==> config.mk <==
export PLATFORM = sky130hd
export DESIGN_NAME = sse_ctrl
export DESIGN_NICKNAME = d
export VERILOG_FILES = /design/src/hdl/sse_pkg.sv /design/src/hdl/sse_ctrl.sv
export SDC_FILE = /design/constraint.sdc
export NUM_CORES = 1
export LEC_CHECK = 0
export BUFFER_PORTS_ARGS = -buffer_cell sky130_fd_sc_hd__buf_2
export CORE_AREA = 4 4 41 43
export CTS_CLUSTER_SIZE = 10
export DETAILED_ROUTE_END_ITERATION = 12
export DIE_AREA = 0 0 45 47
export MAX_ROUTING_LAYER = met4
export PLACE_DENSITY = 0.74
export SETUP_SLACK_MARGIN = 0.3
export SYNTH_ARGS = -nofsm -noshare
export SYNTH_HDL_FRONTEND = slang
export SYNTH_SLANG_ARGS = --single-unit
==> constraint.sdc <==
create_clock -name clk_i -period 1.8 [get_ports clk_i]
set_input_delay 0.27 -clock clk_i [delete_from_list [all_inputs] [get_ports clk_i]]
set_output_delay 0.27 -clock clk_i [all_outputs]
set_load 0.05 [all_outputs]
==> src/hdl/sse_pkg.sv <==
// ----------------------------------------------------------------------------
// Sample statistics engine package
// Shared widths, register indexes, controller states, opcodes and structs.
// ----------------------------------------------------------------------------
package sse_pkg;

  localparam int unsigned SSE_CAPACITY = 1024;
  localparam int unsigned SSE_SAMPLE_W = 32;

  localparam int unsigned VALUE_W     = 32;
  localparam int unsigned COUNT_W     = 11;
  localparam int unsigned SPREAD_W    = 63;
  localparam int unsigned RATIO_W     = 7;
  localparam int unsigned CFG_IDX_W   = 1;
  localparam int unsigned IN_TDATA_W  = 32;
  localparam int unsigned OUT_FIELD_W = COUNT_W + 4 * VALUE_W + SPREAD_W;
  localparam int unsigned OUT_TDATA_W = ((OUT_FIELD_W + 7) / 8) * 8;
  localparam int unsigned OUT_TUSER_W = 2;

  // configuration register indexes
  localparam logic [CFG_IDX_W-1:0] REG_RANK  = 1'd0;
  localparam logic [CFG_IDX_W-1:0] REG_PARTS = 1'd1;

  localparam logic [RATIO_W-1:0] RANK_RST  = 7'd1;
  localparam logic [RATIO_W-1:0] PARTS_RST = 7'd2;

  typedef enum logic [4:0] {
    ST_IDLE, ST_SQUARE, ST_ACC, ST_INSERT,
    ST_RD_MIN, ST_RD_MAX, ST_GET_MAX,
    ST_MEAN_GO, ST_MEAN_WAIT, ST_QUANT_GO, ST_QUANT_WAIT,
    ST_RD_QA, ST_RD_QB, ST_GET_Q,
    ST_SCALE_GO, ST_SCALE_WAIT, ST_SQ_GO, ST_SQ_WAIT,
    ST_SPREAD_GO, ST_SPREAD_WAIT, ST_EMIT
  } sse_state_e;

  typedef enum logic [4:0] {
    OP_NONE, OP_LOAD, OP_SQUARE, OP_ACC, OP_INSERT,
    OP_RD_MIN, OP_RD_MAX, OP_GET_MAX,
    OP_MEAN_GO, OP_MEAN_WAIT, OP_QUANT_GO, OP_QUANT_WAIT,
    OP_RD_QA, OP_RD_QB, OP_GET_Q,
    OP_SCALE_GO, OP_SCALE_WAIT, OP_SQ_GO, OP_SQ_WAIT,
    OP_SPREAD_GO, OP_SPREAD_WAIT, OP_EMIT
  } sse_op_e;

  typedef struct packed {
    sse_op_e op;
    logic    s_ready;
  } sse_cmd_t;

  typedef struct packed {
    logic full;
    logic last;
    logic ins_done;
    logic div_done;
    logic mul_done;
    logic n_ge2;
    logic out_free;
  } sse_status_t;

endpackage

==> src/hdl/sse_ctrl.sv <==
// ----------------------------------------------------------------------------
// Sample statistics controller
// Sequences sample insertion and the end-of-batch statistics pass.
// ----------------------------------------------------------------------------
module sse_ctrl import sse_pkg::*; (
  input  logic        clk_i,
  input  logic        rst_ni,
  input  logic        s_tvalid_i,
  input  logic        s_tlast_i,
  input  sse_status_t status_i,
  output sse_cmd_t    cmd_o
);

  sse_state_e state_q, state_d;

  always_ff @(posedge clk_i or negedge rst_ni) begin
    if (!rst_ni) begin
      state_q <= ST_IDLE;
    end else begin
      state_q <= state_d;
    end
  end

  // next state and opcode
  always_comb begin
    state_d       = state_q;
    cmd_o.op      = OP_NONE;
    cmd_o.s_ready = 1'b0;
    case (state_q)
      ST_IDLE: begin
        cmd_o.s_ready = 1'b1;
        if (s_tvalid_i) begin
          cmd_o.op = OP_LOAD;
          if (!status_i.full) state_d = ST_SQUARE;
          else if (s_tlast_i) state_d = ST_RD_MIN;
        end
      end
      ST_SQUARE: begin
        cmd_o.op = OP_SQUARE;
        state_d  = ST_ACC;
      end
      ST_ACC: begin
        cmd_o.op = OP_ACC;
        state_d  = ST_INSERT;
      end
      ST_INSERT: begin
        cmd_o.op = OP_INSERT;
        if (status_i.ins_done) state_d = status_i.last ? ST_RD_MIN : ST_IDLE;
      end
      ST_RD_MIN: begin
        cmd_o.op = OP_RD_MIN;
        state_d  = ST_RD_MAX;
      end
      ST_RD_MAX: begin
        cmd_o.op = OP_RD_MAX;
        state_d  = ST_GET_MAX;
      end
      ST_GET_MAX: begin
        cmd_o.op = OP_GET_MAX;
        state_d  = ST_MEAN_GO;
      end
      ST_MEAN_GO: begin
        cmd_o.op = OP_MEAN_GO;
        state_d  = ST_MEAN_WAIT;
      end
      ST_MEAN_WAIT: begin
        cmd_o.op = OP_MEAN_WAIT;
        if (status_i.div_done) state_d = ST_QUANT_GO;
      end
      ST_QUANT_GO: begin
        cmd_o.op = OP_QUANT_GO;
        state_d  = ST_QUANT_WAIT;
      end
      ST_QUANT_WAIT: begin
        cmd_o.op = OP_QUANT_WAIT;
        if (status_i.div_done) state_d = ST_RD_QA;
      end
      ST_RD_QA: begin
        cmd_o.op = OP_RD_QA;
        state_d  = ST_RD_QB;
      end
      ST_RD_QB: begin
        cmd_o.op = OP_RD_QB;
        state_d  = ST_GET_Q;
      end
      ST_GET_Q: begin
        cmd_o.op = OP_GET_Q;
        state_d  = status_i.n_ge2 ? ST_SCALE_GO : ST_EMIT;
      end
      ST_SCALE_GO: begin
        cmd_o.op = OP_SCALE_GO;
        state_d  = ST_SCALE_WAIT;
      end
      ST_SCALE_WAIT: begin
        cmd_o.op = OP_SCALE_WAIT;
        if (status_i.mul_done) state_d = ST_SQ_GO;
      end
      ST_SQ_GO: begin
        cmd_o.op = OP_SQ_GO;
        state_d  = ST_SQ_WAIT;
      end
      ST_SQ_WAIT: begin
        cmd_o.op = OP_SQ_WAIT;
        if (status_i.mul_done) state_d = ST_SPREAD_GO;
      end
      ST_SPREAD_GO: begin
        cmd_o.op = OP_SPREAD_GO;
        state_d  = ST_SPREAD_WAIT;
      end
      ST_SPREAD_WAIT: begin
        cmd_o.op = OP_SPREAD_WAIT;
        if (status_i.div_done) state_d = ST_EMIT;
      end
      ST_EMIT: begin
        // hold until the result register can take the item
        if (status_i.out_free) begin
          cmd_o.op = OP_EMIT;
          state_d  = ST_IDLE;
        end
      end
      default: state_d = ST_IDLE;
    endcase
  end

endmodule

==> impl_metrics.prom <==
# TYPE chip_impl_metric gauge
chip_impl_info{name="run_status",value="completed"} 1
chip_impl_metric{name="wirelength",unit="mm"} 2.19
chip_impl_metric{name="grt_max_degree",unit=""} 11
chip_impl_metric{name="crit_arrival",unit="ps"} 1900
chip_impl_metric{name="viasPerCell",unit=""} 5.79
chip_impl_info{name="worst_path_max_delay_cell",value="dfrtp_2"} 1
chip_impl_metric{name="timing.max_slew.rel_slack",unit="%"} 66.0
chip_impl_metric{name="grt.total_usage",unit="%"} 25.2
chip_impl_metric{name="placeableCoreArea",unit="um2"} 1300
chip_impl_info{name="unrepaired_setup_endpoints_after_global_routing",value="true"} 1
chip_impl_metric{name="cts_bufs_inserted",unit=""} 3
chip_impl_metric{name="regToRegSetupSlack",unit="ps"} 30
chip_impl_metric{name="synth.distinct_cells",unit=""} 34
chip_impl_metric{name="cts.reportedPaths.clkPinSlew",unit="ps"} 40
chip_impl_metric{name="ys_warn_count",unit=""} 0
chip_impl_info{name="ordered_list_of_cells_on_the_worst_path",value="buf_12 -> or3b_4 -> a211oi_4 -> a2111o_2 -> o21ai_1 -> o41ai_2"} 1
chip_impl_info{name="worstReg2RegStart",value="state_q[0]$_DFFE_PN0P_"} 1
chip_impl_info{name="cts_root_buffer",value="clkbuf_4"} 1
chip_impl_metric{name="final.min_clock_period",unit="ps"} 1770
chip_impl_metric{name="reg2regPathDepth",unit=""} 6
chip_impl_metric{name="timing.critical_path.required",unit="ps"} 1930
chip_impl_metric{name="layout.cell_area.non_filler",unit="um2"} 1060
chip_impl_metric{name="die_footprint",unit="um2"} 2120
chip_impl_metric{name="setup_viol",unit=""} 0
chip_impl_info{name="synth.largest_area_cell",value="dfrtp_1"} 1
chip_impl_metric{name="start_util",unit="%"} 43.8
chip_impl_metric{name="dieWidth",unit="um"} 45
chip_impl_metric{name="whs",unit="ps"} 358
chip_impl_metric{name="detail_route.first_pass.iterations",unit=""} 5
chip_impl_metric{name="buffer_ports.inserted",unit=""} 16
chip_impl_metric{name="num_antenna_cells",unit=""} 0
chip_impl_metric{name="finalMaxSlewViolations",unit=""} 0
chip_impl_metric{name="maximum_root_to_sink_buffer_count",unit=""} 2
chip_impl_metric{name="synth.cell_area",unit="um2"} 571
chip_impl_metric{name="synth_largest_type_area_fraction",unit="%"} 21.9
chip_impl_metric{name="std_cell_rows",unit=""} 13
chip_impl_info{name="rr_endpoint",value="state_q[1]$_DFFE_PN0P_"} 1
chip_impl_metric{name="largest_register_ffs",unit=""} 5
chip_impl_metric{name="drive_above_1_share",unit="%"} 64.3
chip_impl_metric{name="finalCritPeriodShare",unit="%"} 98.3
chip_impl_metric{name="path_max_fanout",unit=""} 9
chip_impl_metric{name="finClkSkew",unit="ps"} 2.67
chip_impl_metric{name="worst_skew_pair.late_latency",unit="ps"} 240
chip_impl_metric{name="antenna_violating_nets_post_route",unit=""} 0
chip_impl_metric{name="gp_routability_congestion",unit=""} 0.894
chip_impl_metric{name="grt_overflow",unit=""} 0
chip_impl_metric{name="cts.sink_count",unit=""} 5
chip_impl_metric{name="detailedPlacementHpwl",unit="mm"} 1.31
chip_impl_metric{name="synth_seq_area_share",unit="%"} 21.9
chip_impl_metric{name="drc",unit=""} 0
chip_impl_metric{name="syn_nets",unit=""} 85
chip_impl_metric{name="slowest_stage_delay_cp",unit="ps"} 460
chip_impl_info{name="endpoint_kind",value="flip-flop"} 1
chip_impl_metric{name="top_level_ports",unit=""} 17
chip_impl_info{name="synth_area_leaders",value="dfrtp_1 22%, a21oi_1 5.3%, nand2_1 5.3%, nor2_1 5.3%, a2111oi_4 4.8%"} 1
chip_impl_metric{name="h-tree-depth",unit=""} 1
chip_impl_metric{name="die_height",unit="um"} 47
chip_impl_info{name="max_flop_register",value="state_q"} 1
chip_impl_metric{name="postSynthCellCount",unit=""} 74
chip_impl_metric{name="finish.net_count",unit=""} 127
chip_impl_metric{name="drv.max_cap_violation_count",unit=""} 0
chip_impl_metric{name="hold_violations",unit=""} 0
chip_impl_metric{name="drt_wl_cell",unit="um"} 16.9
chip_impl_metric{name="number_of_global_route_vias_before_repair",unit=""} 720
chip_impl_metric{name="num_vias",unit=""} 753
chip_impl_metric{name="grt_pass1_wl",unit="mm"} 3.56
chip_impl_info{name="cts_tree",value="done"} 1
chip_impl_info{name="hp-class",value="input port to async pin"} 1
chip_impl_info{name="critPathLaunchType",value="flip-flop"} 1
chip_impl_metric{name="synthToLayoutAreaGrowth",unit="%"} 86.2
chip_impl_metric{name="worst_pin_slew",unit="ps"} 504
chip_impl_info{name="worst_setup_path_startpoint",value="state_q[0]$_DFFE_PN0P_"} 1
chip_impl_metric{name="initial_antenna_violation_count",unit=""} 0
chip_impl_metric{name="placed_cell_area",unit="um2"} 811
chip_impl_metric{name="avgSynthCellArea",unit="um2"} 7.71
chip_impl_metric{name="fmax",unit="MHz"} 565
chip_impl_info{name="timing_worst_setup_path_type",value="flip-flop to flip-flop"} 1
chip_impl_info{name="reg_top3",value="state_q (5)"} 1
chip_impl_metric{name="yosys_register_bits",unit=""} 5
chip_impl_metric{name="detailedRoute.firstIterationViolations",unit=""} 14
[final cells by class]
| type | instances | area [um2] |
|---|---|---|
| fillers | 81 | 239 |
| flip-flops and latches | 5 | 131 |
| repair buffers | 44 | 362 |
| inverters | 1 | 3.75 |
| well taps | 15 | 18.8 |
| clock buffers | 4 | 26.3 |
| multi-input cells | 61 | 520 |
[through the flow]
stage	std cells	TNS, ps	util, %	setup slack (ps)
floorplan	74	0	-	39.1
global placement	113	0	62.3	54.2
detailed placement	113	-1.21	62.3	-1.21
CTS	129	0	79.8	67.4
global route	130	-167	81.6	-58.9
finish	130	0	81.6	30.6
[layer usage]
layer  global-route usage [%]  routed length, um  share of wire (%)  vias to the layer above
li1                         -                  -                  -                      358
met3                     4.60                135                6.2                        7
met5                        -                  0                  0                        -
met4                     8.19                 43                2.0                        0
met1                     29.3                855                 39                      355
met2                     43.5               1160                 53                       33
[placed cells by master, fill, tap and decap left out, types with 2 or more instances in the layout]
cell type  instances
buf_4             23
buf_2             10
nand2_1            7
buf_6              7
dfrtp_2            5
nor2_1             4
nand3b_1           3
a21oi_1            3
o21ai_0            3
o21ai_1            3
clkbuf_4           3
nor2_2             2
nor2_4             2
nand4_1            2
a21oi_4            2
or3b_4             2
buf_8              2
[timing repair]
action / 4_1_cts / 5_1_grt
pin swaps: 9 / 3
hold buffers: 1 / 0
setup buffers: 11 / 1
resized for setup: 31 / 5
setup endpoints to repair: 11 / 11
endpoints found under the hold margin: 5 / 0
[cell families after synthesis]
family	synth area share, %
AND/OR/NAND/NOR	34.0
AO/OA/AOI/OAI	36.0
buffers and inverters	6.58
flip-flops	21.9
XOR/XNOR	1.54
[worst max-delay path by stage]
stage	to	slack (ps)	cells after the start
floorplan	state_q[1]$_DFFE_PN0P_	40	5
global placement	state_q[4]$_DFFE_PN0P_	50	5
detailed placement	state_q[1]$_DFFE_PN0P_	-1	5
CTS	state_q[1]$_DFFE_PN0P_	70	6
global route	cmd_o[3]	-60	6
finish	state_q[1]$_DFFE_PN0P_	30	6
[synth_stat cells]
library cell,instances
nor2_1,8
o22ai_1,2
o41ai_2,1
nor3b_2,1
a211oi_2,2
nand3b_1,3
o31ai_1,1
a21oi_1,6
a21o_1,1
a221oi_1,1
nand4b_1,1
clkbuf_1,3
nor3_1,1
inv_1,1
a2111o_2,1
o211ai_1,1
xnor2_1,1
nand3_1,1
or3_1,1
buf_2,3
o21ai_1,3
a21boi_0,1
nand2b_1,1
a2111oi_4,1
or2_2,1
nor2b_1,2
nor3_2,1
o21a_1,1
dfrtp_1,5
nand2_1,8
or3b_1,3
o21ai_0,4
nand4_1,2
buf_4,1
[worst max-delay path: cells and delay by family, from the launching register on]
| kind | cells | cell delay [ps] |
|---|---|---|
| AO/OA/AOI/OAI | 4 | 640 |
| buffers and inverters | 1 | 160 |
| flip-flops | 1 | 460 |
| AND/OR/NAND/NOR | 1 | 400 |
Power is left out: the tool's default activity adds up to more than one toggle a clock period on the data nets, which glitch-free logic cannot reach.
